<file path="src/rtl/fifo_with_keyed_removal_top_defines.svh">
// Assertion macros used by the top-level RTL file.
`ifndef FIFO_WITH_KEYED_REMOVAL_TOP_DEFINES_SVH
`define FIFO_WITH_KEYED_REMOVAL_TOP_DEFINES_SVH

// Check a property at every rising clock edge outside reset.
`define FWKR_ASSERT(label, prop, msg) \
    label: assert property (@(posedge i_clk) disable iff (!i_rst_n) (prop)) else $error(msg);

// Check that a condition implies a consequence in the following cycle.
`define FWKR_ASSERT_NEXT(label, cond, cons, msg) \
    label: assert property (@(posedge i_clk) disable iff (!i_rst_n) \
        (cond) |=> (cons)) else $error(msg);

`endif

</file>
<file path="src/rtl/fwkr_pkg.sv">
`default_nettype none

package fwkr_pkg;

    localparam int QUEUE_DEPTH_DEF = 16;

    localparam logic [1:0] MODE_ENQ = 2'd0;
    localparam logic [1:0] MODE_DEQ = 2'd1;
    localparam logic [1:0] MODE_DEL = 2'd2;

    localparam logic [1:0] STAT_OK       = 2'd0;
    localparam logic [1:0] STAT_FULL     = 2'd1;
    localparam logic [1:0] STAT_EMPTY    = 2'd2;
    localparam logic [1:0] STAT_NO_MATCH = 2'd3;

    typedef struct packed {
        logic [1:0]  mode;
        logic [15:0] client_code;
        logic [15:0] item_number;
        logic [31:0] payload_handle;
    } t_in;

    typedef struct packed {
        logic [1:0]  status;
        logic [15:0] out_client;
        logic [15:0] out_item;
        logic [31:0] out_payload;
        logic [4:0]  removed_count;
    } t_out;

    typedef struct packed {
        logic [15:0] client;
        logic [15:0] item;
        logic [31:0] payload;
    } t_entry;

    typedef enum logic [1:0] {
        ST_IDLE,
        ST_RD,
        ST_DEL
    } t_state;

endpackage

`default_nettype wire

</file>
<file path="src/rtl/fwkr_mem.sv">
`default_nettype none

module fwkr_mem
    import fwkr_pkg::*;
#(
    parameter int DEPTH = QUEUE_DEPTH_DEF,
    parameter int AW    = $clog2(QUEUE_DEPTH_DEF)
) (
    input  wire logic          i_clk,
    input  wire logic          i_wr_en,
    input  wire logic [AW-1:0] i_wr_addr,
    input  wire t_entry        i_wr_data,
    input  wire logic          i_rd_en,
    input  wire logic [AW-1:0] i_rd_addr,
    output t_entry             o_rd_data
);

    t_entry r_mem [DEPTH];
    t_entry r_rd_data;

    always_ff @(posedge i_clk) begin
        if (i_wr_en) begin
            r_mem[i_wr_addr] <= i_wr_data;
        end
    end

    always_ff @(posedge i_clk) begin
        if (i_rd_en) begin
            r_rd_data <= r_mem[i_rd_addr];
        end
    end

    assign o_rd_data = r_rd_data;

endmodule

`default_nettype wire

</file>
<file path="src/rtl/fifo_with_keyed_removal_top.sv">
// Enqueue: result registered straight from the beat. Dequeue: registered memory read, then result
// register; an empty queue registers its result directly. Delete: walks the stored entries, one
// entry read and compacted per cycle via the single read port and single write port of the memory.
// Next beat is taken once the current result is registered and the output is free.
// Reset (synchronous, active low) empties the queue; memory contents are not cleared.
`default_nettype none
`include "fifo_with_keyed_removal_top_defines.svh"

module fifo_with_keyed_removal_top
    import fwkr_pkg::*;
#(
    parameter int QUEUE_DEPTH = QUEUE_DEPTH_DEF
) (
    input  wire logic i_clk,
    input  wire logic i_rst_n,
    input  wire logic i_in_valid,
    output logic      o_in_stall,
    input  wire t_in  i_in_data,
    output logic      o_out_valid,
    input  wire logic i_out_stall,
    output t_out      o_out_data
);

    localparam int AW = $clog2(QUEUE_DEPTH);
    localparam int CW = $clog2(QUEUE_DEPTH + 1);
    localparam int SW = CW + 1;

    function automatic logic [AW-1:0] wrap_add(input logic [AW-1:0] a,
                                               input logic [CW-1:0] off);
        logic [SW-1:0] sum;
        sum = SW'(a) + SW'(off);
        if (sum >= SW'(QUEUE_DEPTH)) begin
            sum = sum - SW'(QUEUE_DEPTH);
        end
        return sum[AW-1:0];
    endfunction

    t_state        r_state, n_state;
    logic [AW-1:0] r_head, n_head;
    logic [CW-1:0] r_count, n_count;
    logic [CW-1:0] r_chk, n_chk;
    logic [CW-1:0] r_keep, n_keep;
    logic [CW-1:0] r_removed, n_removed;
    logic [15:0]   r_key_client, n_key_client;
    logic [15:0]   r_key_item, n_key_item;
    logic          r_out_valid, n_out_valid;
    t_out          r_out, n_out;

    logic          in_acc;
    logic          mem_wr_en;
    logic [AW-1:0] mem_wr_addr;
    t_entry        mem_wr_data;
    logic          mem_rd_en;
    logic [AW-1:0] mem_rd_addr;
    t_entry        mem_rd_data;
    logic          key_hit;

    fwkr_mem #(
        .DEPTH (QUEUE_DEPTH),
        .AW    (AW)
    ) u_mem (
        .i_clk     (i_clk),
        .i_wr_en   (mem_wr_en),
        .i_wr_addr (mem_wr_addr),
        .i_wr_data (mem_wr_data),
        .i_rd_en   (mem_rd_en),
        .i_rd_addr (mem_rd_addr),
        .o_rd_data (mem_rd_data)
    );

    assign o_in_stall  = !((r_state == ST_IDLE) && (!r_out_valid || !i_out_stall));
    assign in_acc      = i_in_valid && !o_in_stall;
    assign o_out_valid = r_out_valid;
    assign o_out_data  = r_out;
    assign key_hit     = (mem_rd_data.client == r_key_client) &&
                         (mem_rd_data.item == r_key_item);

    always_comb begin
        n_state      = r_state;
        n_head       = r_head;
        n_count      = r_count;
        n_chk        = r_chk;
        n_keep       = r_keep;
        n_removed    = r_removed;
        n_key_client = r_key_client;
        n_key_item   = r_key_item;
        n_out_valid  = r_out_valid;
        n_out        = r_out;
        mem_wr_en    = 1'b0;
        mem_wr_addr  = wrap_add(r_head, r_count);
        mem_wr_data  = '{client: i_in_data.client_code, item: i_in_data.item_number,
                         payload: i_in_data.payload_handle};
        mem_rd_en    = 1'b0;
        mem_rd_addr  = r_head;

        if (r_out_valid && !i_out_stall) begin
            n_out_valid = 1'b0;
        end

        case (r_state)
            ST_IDLE: begin
                if (in_acc) begin
                    n_out = '0;
                    case (i_in_data.mode)
                        MODE_ENQ: begin
                            n_out_valid = 1'b1;
                            if (r_count == CW'(QUEUE_DEPTH)) begin
                                n_out.status = STAT_FULL;
                            end else begin
                                mem_wr_en    = 1'b1;
                                n_count      = r_count + CW'(1);
                                n_out.status = STAT_OK;
                            end
                        end
                        MODE_DEQ: begin
                            if (r_count == '0) begin
                                n_out_valid  = 1'b1;
                                n_out.status = STAT_EMPTY;
                            end else begin
                                mem_rd_en = 1'b1;
                                n_state   = ST_RD;
                            end
                        end
                        MODE_DEL: begin
                            n_key_client = i_in_data.client_code;
                            n_key_item   = i_in_data.item_number;
                            if (r_count == '0) begin
                                n_out_valid  = 1'b1;
                                n_out.status = STAT_NO_MATCH;
                            end else begin
                                mem_rd_en = 1'b1;
                                n_chk     = '0;
                                n_keep    = '0;
                                n_removed = '0;
                                n_state   = ST_DEL;
                            end
                        end
                        default: begin
                            n_out_valid  = 1'b1;
                            n_out.status = STAT_OK;
                        end
                    endcase
                end
            end
            ST_RD: begin
                n_out_valid       = 1'b1;
                n_out             = '0;
                n_out.status      = STAT_OK;
                n_out.out_client  = mem_rd_data.client;
                n_out.out_item    = mem_rd_data.item;
                n_out.out_payload = mem_rd_data.payload;
                n_head            = wrap_add(r_head, CW'(1));
                n_count           = r_count - CW'(1);
                n_state           = ST_IDLE;
            end
            ST_DEL: begin
                if (key_hit) begin
                    n_removed = r_removed + CW'(1);
                end else begin
                    mem_wr_en   = 1'b1;
                    mem_wr_addr = wrap_add(r_head, r_keep);
                    mem_wr_data = mem_rd_data;
                    n_keep      = r_keep + CW'(1);
                end
                if (r_chk != r_count - CW'(1)) begin
                    mem_rd_en   = 1'b1;
                    mem_rd_addr = wrap_add(r_head, r_chk + CW'(1));
                    n_chk       = r_chk + CW'(1);
                end else begin
                    n_count      = n_keep;
                    n_out_valid  = 1'b1;
                    n_out        = '0;
                    n_out.status = (n_removed == '0) ? STAT_NO_MATCH : STAT_OK;
                    if (32'(n_removed) > 32'd31) begin
                        n_out.removed_count = 5'd31;
                    end else begin
                        n_out.removed_count = 5'(n_removed);
                    end
                    n_state = ST_IDLE;
                end
            end
            default: begin
                n_state = ST_IDLE;
            end
        endcase
    end

    always_ff @(posedge i_clk) begin
        if (!i_rst_n) begin
            r_state     <= ST_IDLE;
            r_head      <= '0;
            r_count     <= '0;
            r_chk       <= '0;
            r_keep      <= '0;
            r_removed   <= '0;
            r_out_valid <= 1'b0;
        end else begin
            r_state     <= n_state;
            r_head      <= n_head;
            r_count     <= n_count;
            r_chk       <= n_chk;
            r_keep      <= n_keep;
            r_removed   <= n_removed;
            r_out_valid <= n_out_valid;
        end
    end

    always_ff @(posedge i_clk) begin
        r_key_client <= n_key_client;
        r_key_item   <= n_key_item;
        r_out        <= n_out;
    end

    `FWKR_ASSERT(a_count_bound, r_count <= CW'(QUEUE_DEPTH), "entry count above depth")
    `FWKR_ASSERT(a_del_tally, (r_state != ST_DEL) || (r_keep + r_removed == r_chk),
        "delete tally out of step with walk")
    `FWKR_ASSERT_NEXT(a_rd_result, r_state == ST_RD, r_out_valid && r_state == ST_IDLE,
        "dequeue read did not produce a result")
    `FWKR_ASSERT_NEXT(a_del_nonempty, in_acc && i_in_data.mode == MODE_DEL && r_count != '0,
        r_state == ST_DEL, "delete walk not started")

endmodule

`default_nettype wire

</file>
<file path="config.mk">
export PLATFORM = sky130hd
export DESIGN_NAME = fifo_with_keyed_removal_top
export DESIGN_NICKNAME = d
export VERILOG_FILES = /design/src/rtl/fwkr_pkg.sv /design/src/rtl/fwkr_mem.sv /design/src/rtl/fifo_with_keyed_removal_top.sv
export VERILOG_INCLUDE_DIRS = /design/src /design/src/rtl
export SDC_FILE = /design/constraint.sdc
export NUM_CORES = 1
export LEC_CHECK = 0
export ABC_AREA = 1
export BUFFER_PORTS_ARGS = -buffer_cell sky130_fd_sc_hd__buf_4
export CAP_MARGIN = 10
export CORE_AREA = 2 2 312 314
export DETAILED_ROUTE_END_ITERATION = 7
export DIE_AREA = 0 0 314 316
export HOLD_SLACK_MARGIN = 0.1
export PLACE_DENSITY_LB_ADDON = 0.3
export SETUP_SLACK_MARGIN = 0.1
export SLEW_MARGIN = 15
export SYNTH_ARGS = -nofsm -noshare
export SYNTH_HDL_FRONTEND = slang
export SYNTH_HIERARCHICAL = 1
export SYNTH_SLANG_ARGS = --single-unit
</file>
<file path="constraint.sdc">
create_clock -name i_clk -period 5.95 [get_ports i_clk]
set_clock_uncertainty 0.1 [all_clocks]
set_input_delay 1.785 -clock i_clk [delete_from_list [all_inputs] [get_ports i_clk]]
set_output_delay 1.785 -clock i_clk [all_outputs]
set_load 0.005 [all_outputs]
</file>
==> results of run 1 <==
## synth_stat cells (3+ instances only)
| master | number | share of area |
|---|---|---|
| a21oi_1 | 35 | 0.0033 |
| dfxtp_1 | 27 | 0.010 |
| xnor2_1 | 31 | 0.0051 |
| clkbuf_1 | 36 | 0.0025 |
| nor2_1 | 55 | 0.0039 |
| nand3_1 | 794 | 0.074 |
| nand2_1 | 1743 | 0.12 |
| inv_1 | 897 | 0.063 |
| inv_2 | 8 | 0.00056 |
| o21ai_1 | 4 | 0.00038 |
| edfxtp_1 | 1191 | 0.67 |
| xor2_1 | 12 | 0.0020 |
| nand3b_1 | 3 | 0.00042 |
| buf_6 | 53 | 0.011 |
| o21ai_0 | 31 | 0.0029 |
| nor2_2 | 3 | 0.00035 |
| buf_2 | 122 | 0.011 |
| fa_1 | 3 | 0.0011 |
| buf_4 | 18 | 0.0025 |
| ha_1 | 23 | 0.0054 |
| nand4_1 | 4 | 0.00047 |
| nand2_4 | 4 | 0.00084 |
| buf_1 | 12 | 0.00084 |
## where the power goes
| group | internal (W) | switching [W] |
|---|---|---|
| clock | 0.00410 | 0.00315 |
| sequential | 0.0114 | 0.000455 |
| combinational | 0.00265 | 0.00662 |
## cell families (layout without fill, tap and decap cells)
| logic type | Yosys count | in the layout | synth area share |
|---|---|---|---|
| DFF | 1218 | 1218 | 0.680 |
| buffers and inverters | 1152 | 1345 | 0.0932 |
| and+or+nand+nor | 2616 | 2616 | 0.205 |
| muxes | 2 | 2 | 0.000469 |
| AOI/OAI and AO/OA | 76 | 76 | 0.00741 |
| adders and majority gates | 26 | 26 | 0.00652 |
| xor gates and xnor gates | 44 | 44 | 0.00736 |
## area by class of cell
| type | instances | area, um2 |
|---|---|---|
| Fill cell | 7411 | 36700 |
| Sequential cell | 1218 | 36300 |
| Multi-Input combinational cell | 2764 | 12300 |
| Inverter | 909 | 3460 |
| Clock buffer | 153 | 3250 |
| Timing Repair Buffer | 212 | 1850 |
| Tap cell | 1276 | 1600 |
| Clock inverter | 71 | 500 |
## cell usage in the layout, fill, tap and decap left out, drive strengths merged, types with 2 or more instances in the layout
cell type and instances:
a21oi 37, nand3b 3, inv 912, nor2 60
xnor2 32, a31oi 2, clkbuf 153, clkinv 58
nor3 2, o21ai 35, edfxtp 1191, buf 212
clkinvlp 4, or2 2, nand2 1749, fa 3
nand3 796, dfxtp 27, bufinv 6, nand4 4
xor2 12, ha 23
## per-stage QoR
| stage | hold slack [ns] | setup WS (ns) |
|---|---|---|
| after floorplan | 0.369 | 0.202 |
| after global placement | 0.386 | 1.36 |
| after detailed placement | 0.403 | 1.32 |
| after CTS | 0.410 | 1.43 |
| after global routing | 0.430 | 1.21 |
| final | 0.413 | 1.38 |
## registers in the layout, indices dropped and copies added, names as in the netlist
register and cells:
u_mem/r_mem 1024, u_mem/o_rd_data 64, r_key_item 16, r_head 4, r_count 5, o_out_data 71, r_removed 5, r_state 2
r_keep 5, r_chk 5, o_out_valid 1, r_key_client 16
## worst reg2reg max path: stages, from the launching register on
cell	delay, ns
edfxtp_1	0.41
nand2_1	0.09
nand2_1	0.22
nand2_1	0.19
nor2_1	0.06
nand2_1	0.06
nor2_1	0.09
nand2_2	0.26
inv_4	0.09
nor2_8	0.48
inv_4	0.38
nand2_1	0.20
nand2_1	0.11
inv_1	0.09
nand2_1	0.24
nor2_4	0.63
buf_4	0.48
## worst paths after layout
kind              slack, ns  depth (start not counted)            endpoint           startpoint
setup / recovery       1.38                         16  u_mem/r_mem[0][32]  u_mem/o_rd_data[33]
setup reg to reg       1.38                         16  u_mem/r_mem[0][32]  u_mem/o_rd_data[33]
hold reg to reg        0.41                          2        r_removed[1]         r_removed[1]
hold / removal         0.41                          2        r_removed[1]         r_removed[1]
## layer usage
| metal | up-vias | GRT usage | wire, um |
|---|---|---|---|
| li1 | 16710 | - | - |
| met5 | - | 0 | 0 |
| met2 | 1600 | 0.429 | 61500 |
| met3 | 255 | 0.0342 | 10000 |
| met4 | 0 | 0.0917 | 4050 |
| met1 | 17107 | 0.360 | 53400 |
==> summary.md, run 1 <==
| Metric | Value |
|---|---|
| Outcome | complete, no violations |
| Vias per Instance | 5.40 |
| Core region area | 96000 um2 |
| TritonCTS buffer count | 120 |
| CP Capture Type | flip-flop |
| Design Power | 0.0283 W |
| Final Util | 0.617 |
| Syn_area_per_cell | 10.4 um2 |
| Crit path max-delay family | simple AND/OR/NAND/NOR gates |
| Dpl hpwl | 67900 um |
| Crit path DAT | 4.83 ns |
| CTS Sinks | 1218 |
| Count of cells resized by post-cts repair | 0 |
| Post-synth EDFFs | 1191 |
| Max Fclk | 0.219 GHz |
| Die span in x | 314 um |
| Gr ovfl total | 0 |
| Critical path buffer and inverter count | 4 |
| Period minus WS final | 4.57 ns |
| Site Rows | 114 |
| DR pass1 iterations | 8 |
| Die Y | 316 um |
| Syn nets | 5230 |
| RSZ-0062 raised after global routing | false |
| CTS tree | done |
| Final cell count without fillers | 6603 |
| Area after DPL | 55500 um2 |
| Sum Neg Setup Slack | 0 ns |
| GR Util All Layers | 0.261 |
| Post-synthesis sequential area ratio | 0.680 |
| Clk_lat worst skew | 0.70 ns |
| First-pass GRT wire length | 197000 um |
| Clock Pin Slew Worst Setup and Hold Paths | 0.06 ns |
| Critical path, cell by cell | nand2_1 > nand2_1 > nand2_1 > nor2_1 > nand2_1 > nor2_1 > nand2_2 > inv_4 > nor2_8 > inv_4 > nand2_1 > nand2_1 > inv_1 > nand2_1 > nor2_4 > buf_4 |
| PD cells | 478 nW/um2 |
| Slew HR | 0.213 |
| Max Slew Vio Count | 0 |
| RePlAce Congestion | 0.787 |
| Syn Std Cell Area | 53400 um2 |
| Worst Tran Pin Value | 1.18 ns |
| Vias in the first global route | 34100 |
| Max capacitance violation total | 0 |
| Cell Count Post-Placement | 6379 |
| Via count | 35672 |
| Die area | 99200 um2 |
| Routed wire length | 129000 um |
| Mapped Cells | 5134 |
| Most frequent CP cell | nand2_1 |
| I/O Buffers | 142 |
| Setup repair bufs after CTS | 0 |
| Initial core utilization | 0.556 |
| Antenna violations before repair | 0 |
| Largest net degree at the start of global routing | 192 |
| Slowest CP cell | nor2_4 |
| Worst path max stage delay | 0.63 ns |
| # DRC | 0 |
| Final #Nets | 5321 |
| Antenna cells | 0 |
| Post-CTS Hold Buffers | 0 |
| Root Buffer Master | clkbuf_16 |
| First DRT Iteration DRCs | 3717 |
| Antenna-violating nets left | 0 |
| Yosys cell types | 42 |
| Worst-case clock buffer depth | 3 |
| Tcrit/Tclk final | 0.768 |
| Final setup vio count | 0 |
| CTS HTree Levels | 3 |
| Synth Warn # | 6 |
| Final instance area | 59300 um2 |
| Worst hold-check path type | reg -> reg |
| Top_reg_cell synth | edfxtp_1 |
| Layout area overhead | 11.0% |
| I/O Pins | 143 |
| Peak supply drop | 0.000554 V |
| CP Max Fanout | 30 |
| #FFs+latches synth | 1218 |
| Crit start category | flip-flop |
| Async set-reset flop share out of synthesis | 0 |
| Final Hold Violating Endpoints | 0 |
| Leak pwr | 25.5 nW |
| Crit path kind | reg -> reg |
| Share of post-route cells with drive strength above 1 | 0.0817 |
| Req. time, crit path | 6.21 ns |
| Drt wl/cell | 19.5 um |
Note: power is estimated with default switching activity, not from simulation.
==> run 2: changes to the inputs <==
- ABC_AREA: 1 -> 0
- CORE_AREA: 2 2 312 314 -> 2 2 280 282
- DIE_AREA: 0 0 314 316 -> 0 0 282 284
- clock period: 5.95 -> 4.7 ns (I/O delays scaled with it)
==> run 2 against run 1 <==
Against the previous run:
- critical path depth fell by 5
- critical path type unchanged
- first-iteration DRC count fell by 25%
- largest power group unchanged
- synthesized cell count fell by 57%
- sequential power rose by 14%
- synthesized area fell by 11%
- sequential share of layout area rose by 5.8 points
- critical endpoint is now u_mem/r_mem[11][8]
- total power rose by 0.11%
- non-clock buffer count rose by 23
- cell count fell by 45%
==> summary.md, run 2 <==
| Metric | Value |
|---|---|
| Syn_area_per_cell | 21.2 um2 |
| Share of post-route cells with drive strength above 1 | 0.294 |
| Reg with most FFs | u_mem/r_mem |
| Synth Warn # | 6 |
| PD cells | 524 nW/um2 |
| I/O Buffers | 142 |
| CTS HTree Levels | 3 |
| Synth top area cells | edfxtp_1 (76%), mux4_2 (12%), a22oi_1 (2.1%) |
| Dominant cell type by area after synthesis | edfxtp_1 |
| Crit path kind | reg -> reg |
| Mapped Cells | 2233 |
| Worst Tran Pin Value | 1.19 ns |
| Syn Std Cell Area | 47300 um2 |
| TritonCTS buffer count | 114 |
| CTS Sinks | 1218 |
| Syn nets | 2329 |
| First-pass GRT wire length | 161000 um |
| Hold slack | 0.394 ns |
| Outcome | complete, no violations |
| DR pass1 iterations | 5 |
| Worst Setup EP | u_mem/r_mem[11][8] |
| RePlAce Congestion | 0.823 |
| Tcrit/Tclk final | 0.939 |
| Async set-reset flop share out of synthesis | 0 |
| Peak supply drop | 0.000370 V |
| Register area | 36300 um2 |
| CP startpoint | u_mem/o_rd_data[53] |
| Routed wire length | 110000 um |
| Max Slew Vio Count | 0 |
| Worst path max stage delay | 0.60 ns |
| Largest register FFs | 1024 |
| CP Capture Type | flip-flop |
| First DRT Iteration DRCs | 2771 |
| Cell Count Post-Placement | 3397 |
| Die span in x | 282 um |
| Final setup vio count | 0 |
| Leak pwr | 17.3 nW |
| Slew HR | 0.210 |
| Count of cells resized by post-cts repair | 0 |
| Post-CTS Hold Buffers | 0 |
| #FFs+latches synth | 1218 |
| Clock Pin Slew Worst Setup and Hold Paths | 0.06 ns |
| Largest net degree at the start of global routing | 65 |
| CP Max Fanout | 19 |
| Most frequent CP cell | xor2_1 |
| I/O Pins | 143 |
| Initial core utilization | 0.614 |
| Final cell count without fillers | 3609 |
| Antenna violations before repair | 1 |
| R2r worst-path depth | 11 |
| Post-synthesis sequential area ratio | 0.768 |
| Clk_lat worst skew | 0.70 ns |
| GR Util All Layers | 0.280 |
| Worst hold-check path type | reg -> reg |
| Final #Nets | 2569 |
| Crit path DAT | 4.69 ns |
| RSZ-0062 raised after global routing | false |
| Dpl hpwl | 58500 um |
| Crit start category | flip-flop |
| Setup repair bufs after CTS | 0 |
| # DRC | 0 |
| Vias in the first global route | 24459 |
| Final Hold Violating Endpoints | 0 |
| Reg2Reg Setup Slack | 0.29 ns |
| Layout area overhead | 14.5% |
| Post-synth EDFFs | 1191 |
| Vias per Instance | 6.60 |
| Reg2reg start | u_mem/o_rd_data[53] |
| Synth cell count leaders | edfxtp_1 (1191), mux4_2 (256), a22oi_1 (130) |
| Critical path, cell by cell | xor2_1 > nor4_1 > buf_4 > nand4_2 > o21ai_4 > nand2_1 > o21ai_1 > xor2_1 > nand3b_1 > nor2_4 > buf_12 |
| Yosys cell types | 65 |
| Antenna cells | 0 |
| Top-count cell post-synth | edfxtp_1 |
| Core region area | 77000 um2 |
| CTS tree | done |
| Top_reg_cell synth | edfxtp_1 |
| Commonest non-fill, non-tap cells in the layout | edfxtp_1 (1191), mux4_2 (256), buf_4 (190) |
| Period minus WS final | 4.41 ns |
| Root Buffer Master | clkbuf_16 |
| Worst-case clock buffer depth | 3 |
| Die area | 80100 um2 |
| Gr ovfl total | 0 |
| R2R Path End | u_mem/r_mem[11][8] |
| Synth top area share | 0.757 |
| Area of the multi-input gates | 10500 um2 |
| Req. time, crit path | 4.98 ns |
| Site Rows | 102 |
| Antenna-violating nets left | 0 |
| Via count | 23829 |
| Die Y | 284 um |
| Commonest non-fill, non-tap cell in the layout | edfxtp_1 |
| Slowest CP cell | nor2_4 |
| Max Fclk | 0.227 GHz |
| Max capacitance violation total | 0 |
| FILL cells | 4403 |
| Design Power | 0.0284 W |
| Drt wl/cell | 30.4 um |
-- run 2: changes by cell type after synthesis, moves of 32 or more --
cell	delta
nand2_1	-1651
inv_1	-873
nand3_1	-781
mux4_2	+256
a22oi_1	+130
buf_2	-101
mux2_2	+68
and2_1	+67
buf_6	-39
xor2_1	+32
-- run 2: metrics by stage --
stage | setup slack, ns | instance area, um2 | utilization | setup TNS (ns)
2_1_floorplan | -0.945 | 47300 | - | -504.36
3_3_place_gp | 0.496 | 50500 | 0.657 | 0
3_5_place_dp | 0.408 | 50500 | 0.657 | 0
4_1_cts | 0.324 | 54100 | 0.703 | 0
5_1_grt | 0.104 | 54100 | 0.703 | 0
6_report | 0.286 | 54100 | 0.703 | 0
-- run 2: routing by layer --
metal	share of wire	vias to the layer above	track usage	wire length (um)
li1	-	9724	-	-
met1	0.38	12484	0.388	41500
met2	0.50	1405	0.458	55300
met3	0.085	216	0.0482	9270
met4	0.033	0	0.0948	3590
met5	0	-	0	0
-- run 2: cells by family (layout without fill, tap and decap cells) --
| family | count (synthesis) | count (layout) | synth area share |
|---|---|---|---|
| AO/OA/AOI/OAI | 203 | 203 | 0.0314 |
| XOR/XNOR | 59 | 59 | 0.0115 |
| AND/OR/NAND/NOR | 265 | 265 | 0.0288 |
| buffers and inverters | 135 | 471 | 0.0142 |
| adder cells (fa/ha/maj) | 26 | 26 | 0.00736 |
| flip-flops | 1218 | 1218 | 0.768 |
| multiplexers | 327 | 327 | 0.139 |
-- run 2: critical path: cells and delay by family (launching register included) --
kind                   cells  cell delay, ns
AO/OA/AOI/OAI              2            0.54
buffers and inverters      2            0.50
AND/OR/NAND/NOR            5            1.95
flip-flops                 1            0.46
XOR/XNOR                   2            0.53
-- run 2: final cells by class --
cell class              instances  area share
clock inverters                76      0.0119
repair buffers                235      0.0430
inverters                      24     0.00166
well taps                    1040      0.0240
multi-input cells             880       0.194
flip-flops and latches       1218       0.671
clock buffers                 136      0.0542
-- run 2: power by group --
part           internal, W  leakage (nW)  switching, W
registers           0.0131          11.0      0.000335
logic              0.00293          4.50       0.00315
clock network      0.00490          1.74       0.00397
-- run 2: worst min path at each step --
stage                         start   endpoint  slack [ns]  cells past startpoint
after detailed placement  r_keep[4]  r_keep[4]        0.38                      2
after global placement    r_keep[4]  r_keep[4]        0.37                      2
final                     r_keep[4]  r_keep[4]        0.39                      2
after floorplan           r_keep[4]  r_keep[4]        0.36                      2
after global routing      r_keep[4]  r_keep[4]        0.41                      2
after CTS                 r_keep[4]  r_keep[4]        0.39                      2
